### config.mk
export PLATFORM = sky130hd
export DESIGN_NAME = char_lcd_nibble_expander_encoder
export DESIGN_NICKNAME = d
export VERILOG_FILES = /design/src/rtl/cle_pkg.sv /design/src/rtl/cle_front.sv /design/src/rtl/cle_queue.sv /design/src/rtl/cle_back.sv /design/src/rtl/char_lcd_nibble_expander_encoder.sv
export SDC_FILE = /design/constraint.sdc
export NUM_CORES = 1
export LEC_CHECK = 0
export BUFFER_PORTS_ARGS = -buffer_cell sky130_fd_sc_hd__buf_2
export CORE_MARGIN = 10
export CORE_UTILIZATION = 55
export DETAILED_ROUTE_END_ITERATION = 16
export MAX_ROUTING_LAYER = met4
export PLACE_DENSITY_LB_ADDON = 0.05
export SLEW_MARGIN = 10
export SYNTH_ARGS = -nofsm -noshare
export SYNTH_HDL_FRONTEND = slang
export SYNTH_HIERARCHICAL = 1
export SYNTH_SLANG_ARGS = --single-unit
### constraint.sdc
create_clock -name clock -period 3.64 [get_ports clock]
set_input_delay 0.182 -clock clock [delete_from_list [all_inputs] [get_ports clock]]
set_output_delay 0.182 -clock clock [all_outputs]
set_load 0.1 [all_outputs]
### src/rtl/cle_pkg.sv
// ----------------------------------------------------------------------------
// cle_pkg
// Types and constants for the character LCD nibble expander encoder.
// ----------------------------------------------------------------------------
package cle_pkg;

   typedef enum logic [2:0] {
      OP_INIT        = 3'd0,
      OP_PUT_CHAR    = 3'd1,
      OP_GOTO        = 3'd2,
      OP_CURSOR      = 3'd3,
      OP_SHIFT_RIGHT = 3'd4,
      OP_SHIFT_LEFT  = 3'd5,
      OP_SHIFT_STOP  = 3'd6,
      OP_RAW         = 3'd7
   } op_type;

   typedef struct packed {
      op_type     opcode;
      logic [7:0] char_code;
      logic [5:0] column;
      logic       row;
      logic       cursor_on;
      logic       register_select;
   } req_type;

   typedef struct packed {
      logic [7:0] expander_byte;
      logic       long_wait;
      logic       last;
   } rsp_type;

   // One LCD byte as handed from the front part to the back part.
   typedef struct packed {
      logic [7:0] data;
      logic       rs;
      logic       slow;
      logic       final_byte;
   } lcd_byte_type;

   localparam int QUEUE_DEPTH = 4;
   localparam int QUEUE_AW    = $clog2(QUEUE_DEPTH);

   localparam int         INIT_LEN = 5;
   localparam logic [2:0] INIT_LAST = 3'(INIT_LEN - 1);
   localparam logic [7:0] INIT_SEQ [INIT_LEN] = '{8'h02, 8'h28, 8'h0C, 8'h01, 8'h06};

   localparam logic [7:0] CMD_CLEAR       = 8'h01;
   localparam logic [7:0] CMD_DISPLAY_ON  = 8'h0C;
   localparam logic [7:0] CMD_SHIFT_RIGHT = 8'b0001_1100;
   localparam logic [7:0] CMD_SHIFT_LEFT  = 8'b0001_1000;
   localparam logic [7:0] CMD_SHIFT_STOP  = 8'b0001_0000;
   localparam logic [7:0] CMD_ROW1_HOME   = 8'hC0;
   localparam logic [7:0] CHAR_FORM_FEED  = 8'h0C;
   localparam logic [7:0] CHAR_NEWLINE    = 8'h0A;

endpackage

### src/rtl/cle_front.sv
// ----------------------------------------------------------------------------
// cle_front
// Accepts requests and expands each into its LCD bytes, one per cycle while the queue is not full.
// ----------------------------------------------------------------------------
module cle_front (
   input  logic                 clock,
   input  logic                 reset,
   input  logic                 req_push,
   output logic                 req_full,
   input  cle_pkg::req_type     req_data,
   output logic                 q_push,
   input  logic                 q_full,
   output cle_pkg::lcd_byte_type q_data
);
   import cle_pkg::*;

   req_type      req_ff, req_in;
   logic         busy_ff, busy_in;
   logic [2:0]   idx_ff, idx_in;
   lcd_byte_type lcd;
   logic         take_next;
   logic         accept;

   always_comb begin
      lcd.rs         = 1'b0;
      lcd.data       = 8'h00;
      lcd.final_byte = 1'b1;
      unique case (req_ff.opcode)
         OP_INIT: begin
            lcd.data       = INIT_SEQ[idx_ff];
            lcd.final_byte = (idx_ff == INIT_LAST);
         end
         OP_PUT_CHAR: begin
            if (req_ff.char_code == CHAR_FORM_FEED) begin
               lcd.data = CMD_CLEAR;
            end else if (req_ff.char_code == CHAR_NEWLINE) begin
               lcd.data = CMD_ROW1_HOME;
            end else begin
               lcd.data = req_ff.char_code;
               lcd.rs   = 1'b1;
            end
         end
         OP_GOTO:        lcd.data = {1'b1, req_ff.row, req_ff.column};
         OP_CURSOR:      lcd.data = CMD_DISPLAY_ON | {6'd0, req_ff.cursor_on, 1'b0};
         OP_SHIFT_RIGHT: lcd.data = CMD_SHIFT_RIGHT;
         OP_SHIFT_LEFT:  lcd.data = CMD_SHIFT_LEFT;
         OP_SHIFT_STOP:  lcd.data = CMD_SHIFT_STOP;
         OP_RAW: begin
            lcd.data = req_ff.char_code;
            lcd.rs   = req_ff.register_select;
         end
         default: lcd.data = 8'h00;
      endcase
      // clear and home commands need the long wait
      lcd.slow = !lcd.rs && (lcd.data == CMD_CLEAR || lcd.data[7:1] == 7'b0000001);
   end

   always_comb begin
      q_data    = lcd;
      q_push    = busy_ff && !q_full;
      take_next = !busy_ff || (q_push && lcd.final_byte);
      req_full  = !take_next;
      accept    = req_push && take_next;
      req_in    = accept ? req_data : req_ff;
      busy_in   = busy_ff;
      idx_in    = idx_ff;
      if (q_push) begin
         idx_in = lcd.final_byte ? 3'd0 : idx_ff + 3'd1;
         if (lcd.final_byte) begin
            busy_in = 1'b0;
         end
      end
      if (accept) begin
         busy_in = 1'b1;
      end
   end

   always_ff @(posedge clock) begin
      req_ff <= req_in;
      if (reset) begin
         busy_ff <= 1'b0;
         idx_ff  <= 3'd0;
      end else begin
         busy_ff <= busy_in;
         idx_ff  <= idx_in;
      end
   end

   a_idx_range: assert property (@(posedge clock) disable iff (reset)
      idx_ff <= INIT_LAST)
      else $error("init step index out of range");

   a_idx_only_init: assert property (@(posedge clock) disable iff (reset)
      idx_ff != 3'd0 |-> busy_ff && req_ff.opcode == OP_INIT)
      else $error("step index moved outside an init request");

   a_no_accept_busy: assert property (@(posedge clock) disable iff (reset)
      busy_ff && !q_push |-> req_full)
      else $error("request taken while the current one is stalled");

endmodule

### src/rtl/cle_queue.sv
// ----------------------------------------------------------------------------
// cle_queue
// Short queue of LCD bytes between the front and back parts.
// ----------------------------------------------------------------------------
module cle_queue (
   input  logic                  clock,
   input  logic                  reset,
   input  logic                  push,
   output logic                  full,
   input  cle_pkg::lcd_byte_type push_data,
   input  logic                  pop,
   output logic                  empty,
   output cle_pkg::lcd_byte_type pop_data
);
   import cle_pkg::*;

   lcd_byte_type           mem_ff [QUEUE_DEPTH];
   logic [QUEUE_AW-1:0]    wr_ptr_ff, wr_ptr_in;
   logic [QUEUE_AW-1:0]    rd_ptr_ff, rd_ptr_in;
   logic [QUEUE_AW:0]      count_ff, count_in;

   always_comb begin
      full      = (count_ff == (QUEUE_AW+1)'(QUEUE_DEPTH));
      empty     = (count_ff == '0);
      pop_data  = mem_ff[rd_ptr_ff];
      wr_ptr_in = push ? wr_ptr_ff + 1'b1 : wr_ptr_ff;
      rd_ptr_in = pop ? rd_ptr_ff + 1'b1 : rd_ptr_ff;
      count_in  = count_ff;
      if (push && !pop) begin
         count_in = count_ff + 1'b1;
      end else if (pop && !push) begin
         count_in = count_ff - 1'b1;
      end
   end

   always_ff @(posedge clock) begin
      if (push) begin
         mem_ff[wr_ptr_ff] <= push_data;
      end
   end

   always_ff @(posedge clock) begin
      if (reset) begin
         wr_ptr_ff <= '0;
         rd_ptr_ff <= '0;
         count_ff  <= '0;
      end else begin
         wr_ptr_ff <= wr_ptr_in;
         rd_ptr_ff <= rd_ptr_in;
         count_ff  <= count_in;
      end
   end

   a_count_range: assert property (@(posedge clock) disable iff (reset)
      count_ff <= (QUEUE_AW+1)'(QUEUE_DEPTH))
      else $error("queue count over depth");

   a_no_overflow: assert property (@(posedge clock) disable iff (reset)
      !(push && full))
      else $error("push into full queue");

   a_no_underflow: assert property (@(posedge clock) disable iff (reset)
      !(pop && empty))
      else $error("pop from empty queue");

endmodule

### src/rtl/cle_back.sv
// ----------------------------------------------------------------------------
// cle_back
// Splits each LCD byte into four expander bytes, one per result.
// ----------------------------------------------------------------------------
module cle_back (
   input  logic                  clock,
   input  logic                  reset,
   output logic                  q_pop,
   input  logic                  q_empty,
   input  cle_pkg::lcd_byte_type q_data,
   output logic                  rsp_empty,
   input  logic                  rsp_pop,
   output cle_pkg::rsp_type      rsp_data
);
   import cle_pkg::*;

   lcd_byte_type cur_ff, cur_in;
   logic         valid_ff, valid_in;
   logic [1:0]   phase_ff, phase_in;
   logic         done;
   logic [3:0]   nib;

   always_comb begin
      done      = valid_ff && rsp_pop && (phase_ff == 2'd3);
      q_pop     = (!valid_ff || done) && !q_empty;
      cur_in    = q_pop ? q_data : cur_ff;
      valid_in  = valid_ff;
      phase_in  = phase_ff;
      if (!valid_ff || done) begin
         valid_in = !q_empty;
         phase_in = 2'd0;
      end else if (rsp_pop) begin
         phase_in = phase_ff + 2'd1;
      end

      // high nibble first, enable pulses high then low
      nib                    = phase_ff[1] ? cur_ff.data[3:0] : cur_ff.data[7:4];
      rsp_empty              = !valid_ff;
      rsp_data.expander_byte = {nib, 1'b1, !phase_ff[0], 1'b0, cur_ff.rs};
      rsp_data.long_wait     = cur_ff.slow && (phase_ff == 2'd3);
      rsp_data.last          = cur_ff.final_byte && (phase_ff == 2'd3);
   end

   always_ff @(posedge clock) begin
      cur_ff <= cur_in;
      if (reset) begin
         valid_ff <= 1'b0;
         phase_ff <= 2'd0;
      end else begin
         valid_ff <= valid_in;
         phase_ff <= phase_in;
      end
   end

   a_phase_idle: assert property (@(posedge clock) disable iff (reset)
      !valid_ff |-> phase_ff == 2'd0)
      else $error("phase moved without a byte");

   a_step: assert property (@(posedge clock) disable iff (reset)
      valid_ff && rsp_pop && phase_ff != 2'd3 |=> valid_ff && phase_ff == $past(phase_ff) + 2'd1)
      else $error("expander byte sequence broken");

   a_hold: assert property (@(posedge clock) disable iff (reset)
      valid_ff && !rsp_pop |=> valid_ff && $stable(phase_ff) && $stable(cur_ff))
      else $error("result changed while stalled");

endmodule

### src/rtl/char_lcd_nibble_expander_encoder.sv
// ----------------------------------------------------------------------------
// char_lcd_nibble_expander_encoder
// Turns display requests into expander bytes for a 4-bit character LCD.
// ----------------------------------------------------------------------------
// The first expander byte of a request passes the front request register, the queue
// and the back byte register. Throughput: one expander byte per cycle while rsp_pop
// is high, set by the back nibble splitter; one LCD byte per request (five for init).
// Requests are taken while earlier bytes still drain through the 4-entry queue.
// Reset (synchronous) empties the queue and drops any request in progress.
module char_lcd_nibble_expander_encoder (
   input  logic              clock,
   input  logic              reset,
   input  logic              req_push,
   output logic              req_full,
   input  cle_pkg::req_type  req_data,
   output logic              rsp_empty,
   input  logic              rsp_pop,
   output cle_pkg::rsp_type  rsp_data
);
   import cle_pkg::*;

   logic         q_push, q_full, q_pop, q_empty;
   lcd_byte_type q_push_data, q_pop_data;

   cle_front u_front (
      .clock    (clock),
      .reset    (reset),
      .req_push (req_push),
      .req_full (req_full),
      .req_data (req_data),
      .q_push   (q_push),
      .q_full   (q_full),
      .q_data   (q_push_data)
   );

   cle_queue u_queue (
      .clock     (clock),
      .reset     (reset),
      .push      (q_push),
      .full      (q_full),
      .push_data (q_push_data),
      .pop       (q_pop),
      .empty     (q_empty),
      .pop_data  (q_pop_data)
   );

   cle_back u_back (
      .clock     (clock),
      .reset     (reset),
      .q_pop     (q_pop),
      .q_empty   (q_empty),
      .q_data    (q_pop_data),
      .rsp_empty (rsp_empty),
      .rsp_pop   (rsp_pop),
      .rsp_data  (rsp_data)
   );

endmodule
==> reports/metrics.yaml <==
routing:
  vias: 2146
  route.detailed.drc: 0
  ant_nets: 0
  drt_wl_total_um: 6453
  wire_per_inst_um: 15.51
  vias_per_cell: 5.159
  drtIter0Drc: 58
  firstDrtPassIters: 4
cts:
  clkTransAtPathRegs_ns: 0.09
  cts_buffer_depth: 2
  clk_latency_ns: 0.35
  numCtsBuffers: 9
  cts_resized: 0
  cts_tree: "yes"
  clock-root-buffer: "clkbuf_8"
  clock_sinks: 91
  htreeDepth: 3
cells_and_area:
  antennaDiodeCount: 0
  layout-drive-gt1-share: 0.2406
  layout_common_cells: "edfxtp_1, buf_2, dlygate4sd3_1"
  final_common_cell: "edfxtp_1"
  area_growth_syn_to_layout_pct: 16.21
  nFillCells: 525
  final_nets: 351
power_and_ir_drop:
  power.density_nw_per_um2: 641.6
  p_leak_nw: 1.640
  peakVddDrop_v: 0.0002265
critical_path:
  cp_slowest_stage_delay_ns: 0.61
  path_class: "reg2out"
  critPathArrivalTime_ns: 2.53
  critPathTopFamily: "compound AO/OA/AOI/OAI gates"
  path_cells: "or2_1 -> a211oi_1 -> o21ai_1 -> inv_1 -> buf_2"
  slowest_stage: "edfxtp_1"
  worst-path-buf-inv: 2
  cp-end-kind: "output port"
  cp.required_ns: 3.46
  path_max_fanout: 17
  start_kind: "register"
timing:
  period_share: 0.7456
  worst_pin_slew_ns: 0.7099
  final-max-slew-violation-count: 0
  hold_viol_final: 0
  slew_headroom: 0.5261
  layout_min_cycle_time_ns: 2.714
  setup_viol_count_final: 0
  fin_skew_ns: 0.007682
  rsz0062_at_grt: "false"
  fin_setup_tns_ns: 0
  fmax_ghz: 0.3685
  layout_setup_ws_ns: 0.9261
flow_run:
  max-cap-violations: 0
global_routing:
  met3_usage: 0.03222
  grt_use_met2: 0.2036
  top_usage_layer: "met2"
  track_usage: 0.1282
  overflow: 0
  antenna_found_initial: 0
  grt_start_max_net_pins: 24
  grt_pass1_vias: 2217
  use_met1: 0.1524
  grt_pass1_wl_um: 10950
floorplan:
  design.portCount: 36
  fp.dieH_um: 104.2
  die_w_um: 104.2
  initial_utilization: 0.5707
  num_rows: 30
  die_area_um2: 10860
  design.core.area_um2: 6832
yosys:
  syn_avg_cell_area_um2: 14.94
  synth_area_leaders: "edfxtp_1, dfxtp_1, mux4_2, ha_1, a21oi_1"
  synth_edf_count: 75
  yosys_register_bits: 91
  netlist_instances: 261
  synth_cell_types: 53
  seq_area_frac_synth: 0.6598
  synthArstFlopShare: 0
  synth_nets: 297
  ys.flop_type: "edfxtp_1"
  netlist.area_leader.share: 0.5777
  synth_top_cell_by_area: "edfxtp_1"
  netlist_area_um2: 3899
  ys_warn_count: 6
place:
  place_congestion: 0.7701
  hpwlAfterDp_um: 4323
  dp_slack_ns: 1.109
  port_buffers: 33
run_status:
  status: "finished clean"
worst_hold_path:
  hp-class: "in2reg"
==> layout make-up <==
class                      count  area, µm²  share of cell area
clock inverter                 6      90.09             0.01988
timing repair buffer          55      380.4             0.08395
sequential                    91       2572              0.5678
tap                           96      120.1             0.02651
inverter                      18      67.56             0.01491
multi-input combinational    140       1172              0.2588
clock buffer                  10      127.6             0.02817
==> state kept, by name, summed over array words and instances, names as in the netlist, 2 cells and up, named ones only <==
register / count
u_queue/mem_ff: 44
u_front/req_ff: 20
u_back/cur_ff: 10
u_front/idx_ff: 3
u_queue/count_ff: 3
u_back/phase_ff: 2
u_queue/rd_ptr_ff: 2
u_queue/wr_ptr_ff: 2
==> stage by stage <==
step	hold WS [ns]	instances	instance area [µm²]	utilization	power (mW)
3_5_place_dp	0.3601	380	4113	0.6020	2.199
2_1_floorplan	0.2511	261	3899	-	2.062
6_report	0.09826	416	4531	0.6632	2.907
4_1_cts	0.07557	416	4531	0.6632	2.941
3_3_place_gp	0.3581	380	4113	0.6020	2.186
5_1_grt	0.08539	416	4531	0.6632	3.059
==> logic make-up after synthesis <==
group / synth area share
fa+ha+maj: 0.04044
mux: 0.08665
xor+xnor: 0.01348
simple gates: 0.1008
other cells: 0.001926
flops: 0.6598
buf+inv: 0.03947
compound gates: 0.05745
==> cell usage after synthesis (4+ instances only) <==
cell type   n
a31oi_1     5
a21oi_1    13
mux4_2     10
nor2_1     16
inv_1      16
dfxtp_1    16
ha_1       11
nand2b_1    5
nand2_1    12
nor3_1      4
edfxtp_1   75
buf_4       4
xor2_1      4
mux2_2      5
and2_1      6
==> timing repair <==
item | in CTS | in global routing
hold buffers | 20 | 0
buffers inserted | 0 | 0
hold endpoints to repair | 20 | 0
==> routing by layer <==
layer | wire, µm | share of wire | up-vias
met5 | 0 | 0 | -
met4 | 42 | 0.0065 | 0
met3 | 270 | 0.042 | 5
met2 | 3250 | 0.50 | 43
met1 | 2890 | 0.45 | 1026
li1 | - | - | 1072
==> where the power goes <==
group          leakage, nW  internal (mW)  switching, mW  total, mW
Clock               0.0947          0.386          0.338      0.724
Combinational        0.713          0.251          0.504      0.754
Sequential           0.832           1.32          0.107       1.43
==> final timing paths <==
kind | start | end | slack (ns) | depth (start not counted)
hold / removal | req_push | u_front/busy_ff | 0.1 | 3
setup / recovery | u_front/req_ff[19] | req_full | 0.93 | 5
setup reg to reg | u_front/req_ff[17] | u_queue/mem_ff[3][1] | 1.10 | 5
hold reg to reg | u_front/idx_ff[1] | u_front/idx_ff[1] | 0.50 | 2
==> worst reg2reg max path, delay by kind of cell (launching register included) <==
family,cells,cell delay [ns]
and+or+nand+nor,2,0.95
DFF,1,0.80
AOI/OAI and AO/OA,2,0.43
buffers and inverters,1,0.14
No activity file was read; power rests on OpenSTA's default activity.
